### src/sv/smsub_pkg.sv
package smsub_pkg;

    localparam int MAX_VERTICES = 4096;
    localparam int EDGE_SLOTS   = 6;
    localparam int FRAC_BITS    = 16;

    localparam int IDX_W      = 12;
    localparam int CRD_W      = 18;
    localparam int SUM_W      = CRD_W + 1;
    localparam int STORE_CAP  = (MAX_VERTICES < 4096) ? MAX_VERTICES : 4096;
    localparam int ADDR_W     = $clog2(STORE_CAP);
    localparam int NV_W       = ADDR_W + 1;
    localparam int SLOT_W     = $clog2(EDGE_SLOTS);

    localparam int GUARD_BITS = 12;
    localparam int NUM_SHIFT  = FRAC_BITS + GUARD_BITS + 1;
    localparam int DIVD_W     = SUM_W + NUM_SHIFT + 1;
    localparam int Q_W        = (FRAC_BITS + 4 > CRD_W + 1) ? FRAC_BITS + 4 : CRD_W + 1;
    localparam int R_W        = 32;
    localparam int REM_W      = R_W + 2;
    localparam int N2_W       = 2 * SUM_W + 2;
    localparam int RAD_W      = 63;
    localparam int RAD_SHIFT  = 24;
    localparam int SQRT_ITERS = 32;
    localparam int CNT_W      = $clog2(SQRT_ITERS);

    localparam int IN_TDATA_W  = 104;
    localparam int OUT_TDATA_W = 104;
    localparam int USER_W      = 2;

    typedef enum logic [1:0] {
        ACT_LOAD  = 2'd0,
        ACT_BEGIN = 2'd1,
        ACT_TRI   = 2'd2,
        ACT_RESET = 2'd3
    } action_t;

    typedef enum logic [1:0] {
        KIND_VTX = 2'd0,
        KIND_TRI = 2'd1,
        KIND_ERR = 2'd2
    } kind_t;

    typedef enum logic [1:0] {
        ERR_NONE  = 2'd0,
        ERR_SLOTS = 2'd1,
        ERR_STORE = 2'd2
    } err_t;

    typedef enum logic [4:0] {
        S_CLEAR,
        S_IDLE,
        S_ERD_A,
        S_ERD_B,
        S_ELAT,
        S_EVAL,
        S_VRD_A,
        S_VRD_B,
        S_VLAT,
        S_NSTART,
        S_NWAIT,
        S_WR_A,
        S_WR_B,
        S_EMIT_V,
        S_NEXT,
        S_EMIT_T,
        S_ERR_SLOT,
        S_ERR_STORE
    } ctrl_state_t;

    typedef enum logic [2:0] {
        N_IDLE,
        N_SQ,
        N_SQRT,
        N_DLOAD,
        N_DIV,
        N_DONE
    } norm_state_t;

    typedef struct packed {
        logic [IDX_W-1:0] nb;
        logic [IDX_W-1:0] mid;
    } slot_t;

    typedef slot_t [EDGE_SLOTS-1:0] row_t;

    typedef struct packed {
        logic  load_wr;
        logic  tri_cap;
        logic  nv_reset;
        logic  clr_start;
        logic  clr_step;
        logic  sel_b;
        logic  er_rd;
        logic  er_lat_a;
        logic  er_lat_b;
        logic  take_mid;
        logic  alloc;
        logic  vr_rd;
        logic  vr_lat_a;
        logic  vr_lat_b;
        logic  norm_start;
        logic  row_wr;
        logic  edge_next;
        logic  out_load;
        kind_t out_kind;
        err_t  out_err;
    } cmd_t;

    typedef struct packed {
        logic clr_last;
        logic bad_corner;
        logic found;
        logic store_full;
        logic slots_full;
        logic norm_done;
        logic out_free;
        logic edge_last;
        logic tri_last;
    } stat_t;

endpackage

### src/sv/smsub_ctrl.sv
module smsub_ctrl (
    input  logic                             clk,
    input  logic                             rst_n,
    input  logic                             in_valid,
    output logic                             in_ready,
    input  logic [smsub_pkg::USER_W-1:0]     in_user,
    input  smsub_pkg::stat_t                 stat,
    output smsub_pkg::cmd_t                  cmd
);
    import smsub_pkg::*;

    ctrl_state_t st_reg, st_next;
    action_t     act;

    assign act = action_t'(in_user);

    always_ff @(posedge clk or negedge rst_n)
    begin
        if (!rst_n)
        begin
            st_reg <= S_CLEAR;
        end
        else
        begin
            st_reg <= st_next;
        end
    end

    always_comb
    begin
        st_next = st_reg;
        case (st_reg)
            S_CLEAR:  if (stat.clr_last) st_next = S_IDLE;
            S_IDLE:
            begin
                if (in_valid)
                begin
                    case (act)
                        ACT_BEGIN, ACT_RESET: st_next = S_CLEAR;
                        ACT_TRI:  st_next = stat.bad_corner ? S_ERR_STORE : S_ERD_A;
                        default:  st_next = S_IDLE;
                    endcase
                end
            end
            S_ERD_A:  st_next = S_ERD_B;
            S_ERD_B:  st_next = S_ELAT;
            S_ELAT:   st_next = S_EVAL;
            S_EVAL:
            begin
                if (stat.found)
                begin
                    st_next = S_NEXT;
                end
                else if (stat.store_full)
                begin
                    st_next = S_ERR_STORE;
                end
                else if (stat.slots_full)
                begin
                    st_next = S_ERR_SLOT;
                end
                else
                begin
                    st_next = S_VRD_A;
                end
            end
            S_VRD_A:  st_next = S_VRD_B;
            S_VRD_B:  st_next = S_VLAT;
            S_VLAT:   st_next = S_NSTART;
            S_NSTART: st_next = S_NWAIT;
            S_NWAIT:  if (stat.norm_done) st_next = S_WR_A;
            S_WR_A:   st_next = S_WR_B;
            S_WR_B:   st_next = S_EMIT_V;
            S_EMIT_V: if (stat.out_free) st_next = S_NEXT;
            S_NEXT:   st_next = stat.edge_last ? S_EMIT_T : S_ERD_A;
            S_EMIT_T: if (stat.out_free && stat.tri_last) st_next = S_IDLE;
            S_ERR_SLOT, S_ERR_STORE:
            begin
                if (stat.out_free)
                begin
                    st_next = S_IDLE;
                end
            end
            default:  st_next = S_IDLE;
        endcase
    end

    always_comb
    begin
        cmd      = '0;
        in_ready = 1'b0;
        case (st_reg)
            S_CLEAR:  cmd.clr_step = 1'b1;
            S_IDLE:
            begin
                in_ready = 1'b1;
                if (in_valid)
                begin
                    case (act)
                        ACT_LOAD:  cmd.load_wr = 1'b1;
                        ACT_BEGIN: cmd.clr_start = 1'b1;
                        ACT_RESET:
                        begin
                            cmd.clr_start = 1'b1;
                            cmd.nv_reset  = 1'b1;
                        end
                        default:   cmd.tri_cap = 1'b1;
                    endcase
                end
            end
            S_ERD_A:  cmd.er_rd = 1'b1;
            S_ERD_B:
            begin
                cmd.er_rd    = 1'b1;
                cmd.sel_b    = 1'b1;
                cmd.er_lat_a = 1'b1;
            end
            S_ELAT:   cmd.er_lat_b = 1'b1;
            S_EVAL:
            begin
                if (stat.found)
                begin
                    cmd.take_mid = 1'b1;
                end
                else if (!stat.store_full && !stat.slots_full)
                begin
                    cmd.alloc = 1'b1;
                end
            end
            S_VRD_A:  cmd.vr_rd = 1'b1;
            S_VRD_B:
            begin
                cmd.vr_rd    = 1'b1;
                cmd.sel_b    = 1'b1;
                cmd.vr_lat_a = 1'b1;
            end
            S_VLAT:   cmd.vr_lat_b = 1'b1;
            S_NSTART: cmd.norm_start = 1'b1;
            S_WR_A:   cmd.row_wr = 1'b1;
            S_WR_B:
            begin
                cmd.row_wr = 1'b1;
                cmd.sel_b  = 1'b1;
            end
            S_EMIT_V:
            begin
                cmd.out_load = stat.out_free;
                cmd.out_kind = KIND_VTX;
            end
            S_NEXT:   cmd.edge_next = !stat.edge_last;
            S_EMIT_T:
            begin
                cmd.out_load = stat.out_free;
                cmd.out_kind = KIND_TRI;
            end
            S_ERR_SLOT:
            begin
                cmd.out_load = stat.out_free;
                cmd.out_kind = KIND_ERR;
                cmd.out_err  = ERR_SLOTS;
            end
            S_ERR_STORE:
            begin
                cmd.out_load = stat.out_free;
                cmd.out_kind = KIND_ERR;
                cmd.out_err  = ERR_STORE;
            end
            default:  cmd = '0;
        endcase
    end

endmodule

### config.mk
export PLATFORM = sky130hd
export DESIGN_NAME = smsub_ctrl
export DESIGN_NICKNAME = d
export VERILOG_FILES = /design/src/sv/smsub_pkg.sv /design/src/sv/smsub_ctrl.sv
export SDC_FILE = /design/constraint.sdc
export NUM_CORES = 1
export LEC_CHECK = 0
export BUFFER_PORTS_ARGS = -buffer_cell sky130_fd_sc_hd__buf_2
export CORE_MARGIN = 3
export CORE_UTILIZATION = 39
export CTS_CLUSTER_SIZE = 12
export DETAILED_ROUTE_END_ITERATION = 6
export PLACE_DENSITY = 0.73
export RECOVER_POWER = 50
export SYNTH_ARGS = -nofsm -noshare
export SYNTH_HDL_FRONTEND = slang
export SYNTH_SLANG_ARGS = --single-unit
### constraint.sdc
create_clock -name clk -period 1.42 [get_ports clk]
set_input_delay 0.071 -clock clk [delete_from_list [all_inputs] [get_ports clk]]
set_output_delay 0.071 -clock clk [all_outputs]
set_load 0.01 [all_outputs]
==> results of run 1 <==
==> metrics by stage <==
step / util / hold WS, ns / instances
after CTS: 0.913 / 0.0781 / 189
after detailed placement: 0.702 / -0.114 / 173
after floorplan: - / -0.225 / 97
after global placement: 0.702 / -0.112 / 173
==> repair_timing <==
item,CTS
pin swaps,15
hold endpoints to repair,5
setup buffers,16
resized for setup,51
hold buffers,1
setup endpoints to repair,28
==> cells by family after synthesis <==
family,synth area share
buffers and inverters,0.0763
AO/OA/AOI/OAI,0.236
flip-flops,0.182
AND/OR/NAND/NOR,0.456
multiplexers,0.0491
==> results.md, run 1 <==
Timing:
- The kind of the worst endpoint is a top-level output.
- In the global-route stage, repair_timing last flagged the worst endpoint as cmd[19].

Synth:
- Yosys printed 0 warnings.
- After synthesis, the most frequently instantiated cells are 12 x nor2_1, 7 x nand2_1, 6 x and3_1.
- The fraction of synthesis flops using an asynchronous set or reset pin is 1.00.
- The number of instances in the synthesized netlist is 97.
- A synthesized cell averages 7.09 um^2.
- The register bit count reported by yosys is 5.
- By area the synthesized netlist is led by dfrtp_1 18%, nor2_1 6.5%, and3_1 5.5%.
- After synthesis the cells add up to 688 um^2.
- The top-area cell type share of the netlist area is 0.182.
- The register area share after synthesis is 0.182.
- The most frequent cell after synthesis is nor2_1.
- The post-synthesis cell type with the largest combined area is dfrtp_1.
- The number of nets in the synthesized netlist is 111.
- The synthesized design contains 0 enable-type register cells.
- The unique cell type count in the Yosys netlist is 38.
- The dominant synthesized flop cell is dfrtp_1.

Global route:
- Entering global routing, the biggest net connects 14 pins.

Die:
- The height of the chip is 48.0 um.
- For this configuration, the core starts out at a cell density of 0.437.
- The floorplan has 14 rows.
- The die is 48.0 um wide.
- 37 I/O pins were placed.

Placed design:
- In this run the tool buffered the top-level ports with 36 buffer cells.
- Routability-driven placement finished with a final weighted congestion of 0.905.
- OpenSTA, run right after detailed placement, puts the worst setup slack at -0.210 ns.
- Once detailed placement completed, the half-perimeter wirelength came to 1980 um.
- The placed standard-cell area is 1110 um^2.

CTS:
- In this run the number of H-tree levels came out at 1.
- The clock root buffer master is clkbuf_4.
- The count of clock tree sinks is 5.
- The deepest clock path buffer count is 2.
- The number of buffers inserted during clock tree synthesis is 3.

Status:
- The last stage reached is global routing (5_1_grt).
- The flow did not finish.
- The first error in the log reads "[ERROR DPL-0038] Utilization greater than 100%, impossible to legalize".
==> run 2, diff against run 1 <==
--- a/config.mk
+++ b/config.mk
@@ -6,11 +6,10 @@
 export NUM_CORES = 1
 export LEC_CHECK = 0
 export BUFFER_PORTS_ARGS = -buffer_cell sky130_fd_sc_hd__buf_2
-export CORE_MARGIN = 3
-export CORE_UTILIZATION = 39
-export CTS_CLUSTER_SIZE = 12
+export CORE_AREA = 3 3 64 66
 export DETAILED_ROUTE_END_ITERATION = 6
-export PLACE_DENSITY = 0.73
+export DIE_AREA = 0 0 67 69
+export PLACE_DENSITY_LB_ADDON = 0.15
 export RECOVER_POWER = 50
 export SYNTH_ARGS = -nofsm -noshare
 export SYNTH_HDL_FRONTEND = slang
==> constraint.sdc (replaced) <==
create_clock -name clk -period 1.8 [get_ports clk]
set_input_delay 0.09 -clock clk [delete_from_list [all_inputs] [get_ports clk]]
set_output_delay 0.09 -clock clk [all_outputs]
set_load 0.01 [all_outputs]
==> results.md, run 2 <==
Layout:
- At the end of the flow the core is filled with cells to 0.301.
- The number of antenna diodes in the final layout is 0.
- In the layout the commonest cells are 35 x buf_2, 17 x buf_4, 12 x nor2_1, 7 x nand2_1.
- The flip-flop count of the largest register after layout is 5.
- The layout overhead on the synthesized area is 59.1%.
- The number of nets in the finished design is 164.
- Of the cells placed in the final design, the portion with a size suffix greater than 1 is 0.463.
- The most common cell after layout, fill and taps aside is buf_2.
- The finished cells cover 1090 um^2.

Routing:
- Dividing the detail-routed via count by the number of cells gives 4.81.
- The final layout contains routed wiring with a total length of 2700 um.
- In the final routed layout, each cell accounts on average for 13.7 um.
- After the first detailed-routing iteration, the DRC count stood at 31.
- The pre-antenna-repair detailed-routing pass consisted of 4 iterations.
- The routed layout has 948 vias.
- Once detail routing completed, the nets flagged for antenna violations numbered 0.
- After detailed routing, the number of remaining DRC violations is 0.

Global route:
- After global routing the overflow that remains totals 0.
- The number of antenna violations at the first check in global routing came to 0.
- The number of global-route vias before repair came to 870.
- In the global route stage, overall resource usage came out at 0.111.
- The first global-routing pass estimated 4060 um of wire.
- The largest net degree at the start of global routing is 14.

Synth:
- Counting every net in the synthesized netlist gives 111.
- Of the post-synthesis cell area, the dominant cell type holds 0.182.
- The cell area that synthesis handed to floorplanning was 688 um^2.
- After synthesis the netlist holds a flip-flop and latch count of 5.
- In the synthesized netlist, the cells that appear most often are 12 x nor2_1, 7 x nand2_1, 6 x and3_1.
- By area the synthesized netlist is led by dfrtp_1 18%, nor2_1 6.5%, and3_1 5.5%.
- By instance count, the leading cell after synthesis is nor2_1.
- The number of enable flip-flop cells after synthesis is 0.
- Dividing the synthesized area by the synthesized cell count gives 7.09 um^2.
- The register area share after synthesis is 0.182.
- The unique cell type count in the Yosys netlist is 38.
- In the synthesized netlist the dominant register cell turns out to be dfrtp_1.
- The number of instances in the synthesized netlist is 97.
- The warning count from the yosys run is 0.
- In the synthesized netlist the async set-or-reset flop fraction comes to 1.00.
- The post-synthesis cell type with the largest combined area is dfrtp_1.

CTS:
- The clock root buffer master is clkbuf_8.
- The clock input transition at the sequential cells of the worst setup and hold paths is 0.03 ns.
- For this design, the sink count on the clock tree is 5.
- The deepest clock path buffer count is 2.
- The clock reaches the later pin of the worst-skew pair after 0.22 ns.
- The CTS H-tree depth is 1.
- The clock tree from TritonCTS is yes.
- TritonCTS created 3 clock buffers.

Die:
- The floorplan has 22 rows.
- In this run the standard cell core region covers 3630 um^2.
- In this run the horizontal extent of the chip is 67 um.
- The floorplan step defined a die boundary enclosing 4620 um^2.
- During I/O placement, the number of pins put on the boundary was 37.
- The die is 69 um tall.
- The initial core utilization is 0.189.

Power:
- The design draws 0.00188 W.
- The reported net switching power is 0.000888 W.
- The internal cell power is 0.000990 W.
- The leakage power is 0.551 nW.
- Of the total power, the share spent switching nets is 0.473.
- The peak supply drop is 316 uV.
- The sequential share of power is 0.125.
- Power spread over the standard cell area amounts to 1720 nW/um^2.
- The power share of the clock group is 0.109.
- The combinational fraction of design power is 0.766.

Timing:
- The worst-case hold slack is 0.146 ns.
- In this run the tightest slew margin relative to its limit is 0.797.
- Between clock sinks in the finished design, the worst skew comes to 0.00142 ns.
- Dividing the final minimum period by the clock period gives 0.997.
- The setup violation total in the final timing report is 0.
- Setup repair after global routing could not meet its margin everywhere.
- Adding up every negative setup slack in the final design gives 0 ns.
- The maximum clock rate is 0.557 GHz.
- The number of hold violations in the final report came to 0.
- The actual slew at the worst max-slew pin is 0.300 ns.
- The number of slew-limit violations in the final report is 0.
- The post-layout minimum cycle time is 1.79 ns.

Status:
- The flow ran to the end, and the final reports show no timing, DRC or antenna violations.

Critical path:
- At the worst endpoint, the required time is 1.71 ns.
- In this run the worst setup path begins at st_reg[2].
- Data arrives at the worst endpoint at 1.70 ns.
- The path type of the worst setup path is reg2out.
- The worst setup path is launched from a flip-flop.
- Along the worst path, the maximum fanout reaches 5.
- In this run the critical register-to-register path is launched from st_reg[0].
- The worst setup path is captured at an output port.

Min path:
- The type of the tightest min-delay check is in2reg.
- The source of the worst hold timing path is stat[2].

Placed design:
- The HPWL after detailed placement is 2170 um.
- The congestion estimate from routability-driven global placement came to 0.802.
- Summing all placed instances gives a cell area of 962 um^2.
- Input and output buffers added on the ports amount to 36.

Flow run:
- The number of max-capacitance violations reported is 0.
-- run 2: cell counts after synthesis --
Identical to the previous run, type by type.
-- run 2: power by group through the flow --
stage,clock (W),sequential (W),combinational (W)
floorplan,0,0.000211,0.000819
global placement,0,0.000252,0.00122
detailed placement,0,0.000252,0.00120
CTS,0.000209,0.000256,0.00121
global route,0.000219,0.000237,0.00158
finish,0.000204,0.000235,0.00144
-- run 2: path summary, 6_finish.rpt --
check / depth (start not counted) / slack [ns] / to
max: 5 / 0.006 / cmd[19]
max in group asynchronous: 2 / 1.30 / st_reg[3]
min: 2 / 0.15 / st_reg[4]
max reg2reg: 5 / 0.12 / st_reg[3]
min in group asynchronous: 2 / 0.26 / st_reg[4]
min reg2reg: 2 / 0.67 / st_reg[2]
-- run 2: metrics by stage --
step           setup slack (ns)  cells
2_1_floorplan             0.236     97
3_3_place_gp              0.111    184
3_5_place_dp             0.0682    184
4_1_cts                 0.00714    189
5_1_grt                 -0.0600    197
6_report                0.00596    197
-- run 2: layout make-up --
type / instances / area, um^2
fillers: 442 / 2540
multi-input cells: 81 / 524
repair buffers: 54 / 317
flip-flops and latches: 5 / 130
well taps: 48 / 60.1
clock buffers: 4 / 45.0
inverters: 5 / 18.8
-- run 2: routing by layer --
metal,up-vias,share of wire,routed length [um],GRT usage
met5,-,0,0,0
met4,0,0,0,0.0315
met3,0,0.060,162,0.0130
met2,37,0.51,1380,0.192
met1,447,0.43,1150,0.142
li1,464,-,-,-
-- run 2: critical path: stages, from the launching register on --
cell and delay [ns]:
dfrtp_2 0.43, or3b_4 0.43, nor3_4 0.20, and3_4 0.19, and2_1 0.11, buf_2 0.12
-- run 2: repair_timing --
item | in CTS | in global routing
hold buffers | 1 | 0
endpoints found under the setup margin | 3 | 6
pin swaps | 0 | 1
gates resized for setup | 2 | 5
setup buffers | 0 | 8
endpoints found under the hold margin | 5 | 0
-- run 2: cells by family (layout without fill, tap and decap cells) --
kind of cell,after synthesis,count (layout),synth area share
simple gates,54,54,0.456
compound gates,24,24,0.236
buf+inv,11,63,0.0763
flops,5,5,0.182
mux,3,3,0.0491
No activity file was read; power rests on OpenSTA's default activity.
==> run 3, diff against run 2 <==
--- a/config.mk
+++ b/config.mk
@@ -5,11 +5,12 @@
 export SDC_FILE = /design/constraint.sdc
 export NUM_CORES = 1
 export LEC_CHECK = 0
+export ABC_AREA = 1
 export BUFFER_PORTS_ARGS = -buffer_cell sky130_fd_sc_hd__buf_2
 export CORE_AREA = 3 3 64 66
 export DETAILED_ROUTE_END_ITERATION = 6
 export DIE_AREA = 0 0 67 69
-export PLACE_DENSITY_LB_ADDON = 0.15
+export PLACE_DENSITY_LB_ADDON = 0.08
 export RECOVER_POWER = 50
 export SYNTH_ARGS = -nofsm -noshare
 export SYNTH_HDL_FRONTEND = slang
==> results.md, run 3 <==
Timing:
- Clock skew on the completed layout was measured at 0.00494 ns.
- For the pin with the worst max-slew slack, the measured transition is 0.276 ns.
- The ratio of final minimum period to clock period is 0.921.
- The worst path needs 1.66 ns of the cycle, external delays included.
- The maximum clock rate is 0.603 GHz.
- The setup violation total in the final timing report is 0.
- Setup repair after global routing left no endpoint under its margin.
- Measured against its own limit, the worst slew margin works out to 0.815.
- Summed over all failing endpoints, the final setup total negative slack is 0 ns.
- The number of slew-limit violations in the final report is 0.
- The worst-case hold slack is 0.163 ns.
- The number of hold violations in the final report was 0.

Synth:
- After synthesis, the netlist uses 20 different library cells.
- The number of instances in the synthesized netlist is 149.
- The register area share after synthesis is 0.166.
- The post-synth net total is 163.
- Yosys mapped a number of flops with a built-in enable equal to 0.
- The warning count from the yosys run is 0.
- The share of synthesized area in the top cell type comes to 0.249.
- The synthesized area per cell is 5.06 um^2.
- The most frequent cell after synthesis is nand2_1.
- The portion of netlist area occupied by mux cells is 0.
- Counting flops with an async set or reset pin after synthesis yields a share of 1.00.
- Of the total synthesized cell area, the portion taken by XOR and XNOR cells is 0.
- The compound-cell area share of the yosys netlist came to 0.0431.
- The register bit count reported by yosys is 5.
- The post-synthesis cell type with the largest combined area is nand2_1.
- The netlist area before placement is 754 um^2.
- The adder and majority cell fraction of the synthesized area is 0.
- By count the netlist is led by 50 x nand2_1, 24 x nor2_1, 20 x inv_1.
- In the post-synthesis netlist, the biggest area contributors are nand2_1 25%, dfrtp_1 17%, nor2_1 12%.
- In the synthesized netlist the dominant register cell turns out to be dfrtp_1.
- The simple-gate share of the synthesized area is 0.633.
- The dominant combinational cell family by area after synthesis is simple AND/OR/NAND/NOR gates.

Die:
- The die extent in x is 67 um.
- The die covers 4620 um^2.
- For this configuration, the core starts out at a cell density of 0.208.
- The area inside the core boundary is 3630 um^2.
- The height of the chip is 69 um.
- Pin placement for this block handled 37 I/O pins.
- The placement row count is 22.

Placed design:
- Routability-driven placement finished with a final weighted congestion of 0.842.
- The HPWL after detailed placement is 2280 um.
- The count of port buffers added during placement is 36.

Flow run:
- The number of max-capacitance violations reported is 0.

Routing:
- After detailed routing, the number of remaining DRC violations is 0.
- The number of nets still failing antenna checks after routing is 0.
- The total routed wirelength is 2650 um.
- The number of optimization iterations in the first detailed-route pass is 4.
- The via-per-instance ratio is 4.27.
- The first routing iteration left 52 violations.
- Summing over every cut layer, the via total after detailed routing is 1007.
- The routed length per placed instance is 11.2 um.

Layout:
- In the layout the commonest cells are 50 x nand2_1, 32 x buf_2, 24 x nor2_1, 21 x inv_1, 16 x nand3_1.
- The number of nets in the finished design is 203.
- The layout overhead on the synthesized area is 37.0%.
- The number of antenna diodes in the final layout is 0.
- In the final layout, the share of cells above drive strength 1 is 0.293.
- The register with the most flip-flops in the layout has 5 of them.
- Leaving out fill and tap cells, the most frequent cell in the layout is nand2_1.

Status:
- The flow ran to the end, and the final reports show no timing, DRC or antenna violations.

Power:
- Power spread over the standard cell area amounts to 1330 nW/um^2.
- The leakage power is 0.662 nW.
- The peak supply drop is 278 uV.

Critical path:
- The startpoint class of the critical path is a flip-flop.
- STA puts the critical path data arrival time at 1.57 ns.
- Of all nets on the critical path, the largest fanout is 11.
- The number of buffer and inverter instances along the worst setup path is 2.
- Among all stages on the critical path, the largest delay is contributed by dfrtp_2.
- The largest single stage delay on the critical path is 0.47 ns.
- The critical path goes through nor2_2 -> nand2_2 -> nor2_4 -> inv_2 -> nor3_2 -> and2_1 -> buf_2.
- The endpoint class of the critical path is an output port.
- The kind of cell with the highest combined delay along the critical path is simple AND/OR/NAND/NOR gates.
- The worst setup path is of the reg2out kind.
- STA puts the critical path data required time at 1.71 ns.

CTS:
- At the later pin of the worst-skew pair, clock insertion delay measures 0.23 ns.
- The clock root buffer master is clkbuf_8.
- TritonCTS created 3 clock buffers.
- TritonCTS built the clock tree.
- Clock-pin slew was measured on the worst setup and hold paths at 0.04 ns.
- The CTS H-tree depth is 1.
- The clock passes through at most 2 buffers.
- Clock tree synthesis found a total of 5 sinks.

Min path:
- The min-delay analysis places its worst path in the category in2reg.

Global route:
- The overflow left after global routing is 0.
- The first global-routing pass estimated 4460 um of wire.
- Entering global routing, the biggest net connects 12 pins.
- The number of global-route vias before repair was 960.
- For this run, the total global-route usage over all layers was measured as 0.124.
- The number of antenna violations at the first check in global routing is 0.
==> run 3: worst paths after layout <==
path / from / end / slack, ns / cells after the start
setup / recovery: st_reg[2] / cmd[19] / 0.14 / 7
hold / removal: stat[2] / st_reg[4] / 0.16 / 4
setup reg to reg: st_reg[4] / st_reg[0] / 0.22 / 10
hold reg to reg: st_reg[0] / st_reg[0] / 0.55 / 2
max in group asynchronous: rst_n / st_reg[2] / 1.30 / 2
min in group asynchronous: rst_n / st_reg[3] / 0.26 / 2
==> run 3: timing repair <==
| action | 4_1_cts | 5_1_grt |
|---|---|---|
| gates resized for setup | 0 | 5 |
| hold buffers | 1 | 0 |
| setup buffers | 0 | 0 |
| endpoints found under the hold margin | 5 | 0 |
| endpoints found under the setup margin | 0 | 4 |
==> run 3: cell type report <==
class	count	area [um^2]
fillers	456	2600
multi-input cells	113	505
repair buffers	37	185
flip-flops and latches	5	129
inverters	29	109
well taps	48	60.1
clock buffers	4	45.0
==> run 3: layer usage <==
layer / wire, um / vias up / share of wire / track usage
met2: 1150 / 37 / 0.43 / 0.181
met1: 1240 / 428 / 0.47 / 0.171
met5: 0 / - / 0 / 0
met3: 198 / 9 / 0.075 / 0.0293
li1: - / 533 / - / -
met4: 66 / 0 / 0.025 / 0.0541
==> run 3: through the flow <==
step / util / area [um^2] / worst slack [ns] / cells / total power (W)
final: 0.284 / 1030 / 0.142 / 236 / 0.00138
after global placement: 0.271 / 985 / 0.288 / 231 / 0.00119
after global routing: 0.284 / 1030 / 0.0222 / 236 / 0.00155
after floorplan: - / 754 / 0.325 / 149 / 0.000891
after detailed placement: 0.271 / 985 / 0.253 / 231 / 0.00117
after CTS: 0.286 / 1040 / 0.00346 / 236 / 0.00139
==> run 3: cell families (layout without fill, tap and decap cells) <==
| group | after synthesis | after routing |
|---|---|---|
| AND/OR/NAND/NOR | 107 | 107 |
| buffers and inverters | 31 | 70 |
| AO/OA/AOI/OAI | 6 | 6 |
| flip-flops | 5 | 5 |
==> run 3: tightest hold or removal path, cell delays in order <==
cell	delay [ns]
buf_2	0.09
inv_1	0.06
nand2_1	0.06
nand2_1	0.05
==> run 3: power by group <==
part           switching (W)  internal (W)  total (W)
Combinational       0.000626      0.000299   0.000924
Clock              0.0000580      0.000152   0.000210
Sequential         0.0000815      0.000161   0.000242
==> run 4, diff against run 3 <==
--- a/config.mk
+++ b/config.mk
@@ -5,12 +5,10 @@
 export SDC_FILE = /design/constraint.sdc
 export NUM_CORES = 1
 export LEC_CHECK = 0
-export ABC_AREA = 1
 export BUFFER_PORTS_ARGS = -buffer_cell sky130_fd_sc_hd__buf_2
 export CORE_AREA = 3 3 64 66
 export DETAILED_ROUTE_END_ITERATION = 6
 export DIE_AREA = 0 0 67 69
-export PLACE_DENSITY_LB_ADDON = 0.08
 export RECOVER_POWER = 50
 export SYNTH_ARGS = -nofsm -noshare
 export SYNTH_HDL_FRONTEND = slang
==> results.md, run 4 (synthesized netlist as in run 2, its figures left out) <==
Global route:
- The overflow left after global routing is 0.
- The first global-routing pass estimated 4060 um of wire.
- In the global route stage, overall resource usage came out at 0.110.
- The number of antenna violations at the first check in global routing is 0.
- The largest net degree at the start of global routing is 16.
- The number of global-route vias before repair is 878.

CTS:
- The clock drives 5 sinks.
- The clock input transition at the sequential cells of the worst setup and hold paths is 0.04 ns.
- The clock root buffer master is clkbuf_8.
- CTS built an H-tree with a depth of 1.
- The deepest clock path buffer count is 2.
- Clock tree synthesis inserted a total of 3 buffers.
- TritonCTS built the clock tree.
- The later-pin clock latency in the skew report is 0.22 ns.

Routing:
- The total vias in the final route is 958.
- The routed length per placed instance is 13.6 um.
- The detail route stage leaves a number of antenna-violating nets equal to 0.
- The first detailed-routing pass ran for 4 iterations.
- The number of DRC violations after detailed routing is 0.
- The routed design has 2620 um of wire.
- In this run, the number of DRC markers left after iteration 0 of detailed routing was 28.
- The via-per-instance ratio is 4.99.

Critical path:
- The critical path is of the reg2out type.
- The largest fanout on the critical path is 5.
- Data arrives at the worst endpoint at 1.68 ns.
- The worst reg2reg path startpoint is st_reg[4].
- The worst setup path is launched from a flip-flop.
- STA puts the critical path data required time at 1.71 ns.
- The endpoint class of the critical path is an output port.
- The most critical setup path has its startpoint at st_reg[4].

Timing:
- The ratio of final minimum period to clock period is 0.983.
- For the final database, setup skew stands at 0.00432 ns.
- The setup violation total in the final timing report is 0.
- The number of slew-limit violations in the final report was 0.
- For the pin with the worst max-slew slack, the measured transition is 0.324 ns.
- The accumulated negative setup slack is 0 ns.
- The maximum clock rate is 0.565 GHz.
- Setup repair after global routing could not meet its margin everywhere.
- The headroom to the max-slew limit is 0.783.
- The number of hold violations in the final report is 0.
- The clock period could shrink to 1.77 ns.

Power:
- The analysis attributes to cell leakage a power of 0.520 nW.
- The total chip power is 0.00177 W.
- The ratio of total power to cell area is 1670 nW/um^2.
- The peak supply drop is 391 uV.

Flow run:
- The number of max-capacitance violations reported is 0.

Placed design:
- The congestion estimate from routability-driven global placement came to 0.937.
- The count of port buffers added during placement is 36.
- Detailed placement finished with a half-perimeter wire length of 2050 um.

Layout:
- The fraction of layout instances using a drive strength above 1 is 0.438.
- The layout overhead on the synthesized area is 54.2%.
- The most common cell after layout, fill and taps aside is buf_2.
- 0 antenna diodes ended up in the layout.
- The register with the most flip-flops in the layout has 5 of them.
- The number of nets in the finished design is 159.
- The library cells used most frequently in the layout, excluding fill and tap cells, are 33 x buf_2, 12 x nor2_1, 12 x buf_4, 6 x nand2_1.

Min path:
- The worst hold path begins at stat[2].
- In this run the worst hold path is classified as in2reg.

Die:
- From bottom edge to top edge, the die measures 69 um.
- During I/O placement, the number of pins put on the boundary was 37.
- The placement row count is 22.
- The die extent in x is 67 um.
- The region available for standard cell placement spans 3630 um^2.
- The die covers 4620 um^2.
- The initial core utilization is 0.189.

Status:
- The run finished with clean final reports.
## run 4: changes by cell type in the layout (fill, tap and decap cells not counted), moves of 5 or more
cell,delta
nand3_1,-12
inv_2,-5
nand2_1,-44
and3_1,+5
nor2_1,-12
buf_4,+12
inv_1,-18
## run 4: routing by layer
metal / GRT usage / wire length (um)
met3: 0.0293 / 290
met4: 0.0315 / 40
met2: 0.160 / 1180
met5: 0 / 0
met1: 0.155 / 1110
## run 4: repair_timing
item,in CTS,in global routing
buffers inserted,0,4
endpoints found under the setup margin,1,5
gates resized for setup,2,7
pin swaps,0,4
hold endpoints to repair,5,0
hold buffers,1,0
## run 4: area by class of cell
| class | instances | area [um^2] |
|---|---|---|
| timing repair buffer | 49 | 277 |
| inverter | 5 | 18.8 |
| clock buffer | 4 | 45.0 |
| fill | 414 | 2570 |
| multi-input combinational | 81 | 532 |
| tap | 48 | 60.1 |
| sequential | 5 | 129 |
## run 4: metrics by stage
step	setup WS, ns	area (um^2)	cells	hold WS, ns	util
floorplan	0.236	688	97	-0.206	-
global placement	0.183	955	183	-0.0900	0.263
detailed placement	0.155	955	183	-0.0903	0.263
CTS	0.0185	1010	188	0.128	0.279
global route	-0.0813	1060	192	0.133	0.292
finish	0.0300	1060	192	0.129	0.292
## run 4: where the power goes
group          switching, W  total (W)  internal [W]
combinational      0.000747    0.00133      0.000580
sequential        0.0000693   0.000235      0.000166
clock             0.0000525   0.000204      0.000152
total              0.000869    0.00177      0.000898
## run 4: critical path, cell delays in order (launching register included)
cell	delay [ns]
dfrtp_2	0.43
or3_4	0.41
nor4_4	0.30
and3_1	0.20
buf_2	0.12
## run 4: path summary, 6_finish.rpt
check                                 end  slack (ns)  depth (start not counted)
worst min-delay path            st_reg[4]        0.13                          2
max in group asynchronous       st_reg[0]        1.31                          2
worst max register to register  st_reg[0]        0.05                          6
worst max-delay path              cmd[21]        0.03                          4
min in group asynchronous       st_reg[3]        0.26                          2
worst min register to register  st_reg[0]        0.78                          2
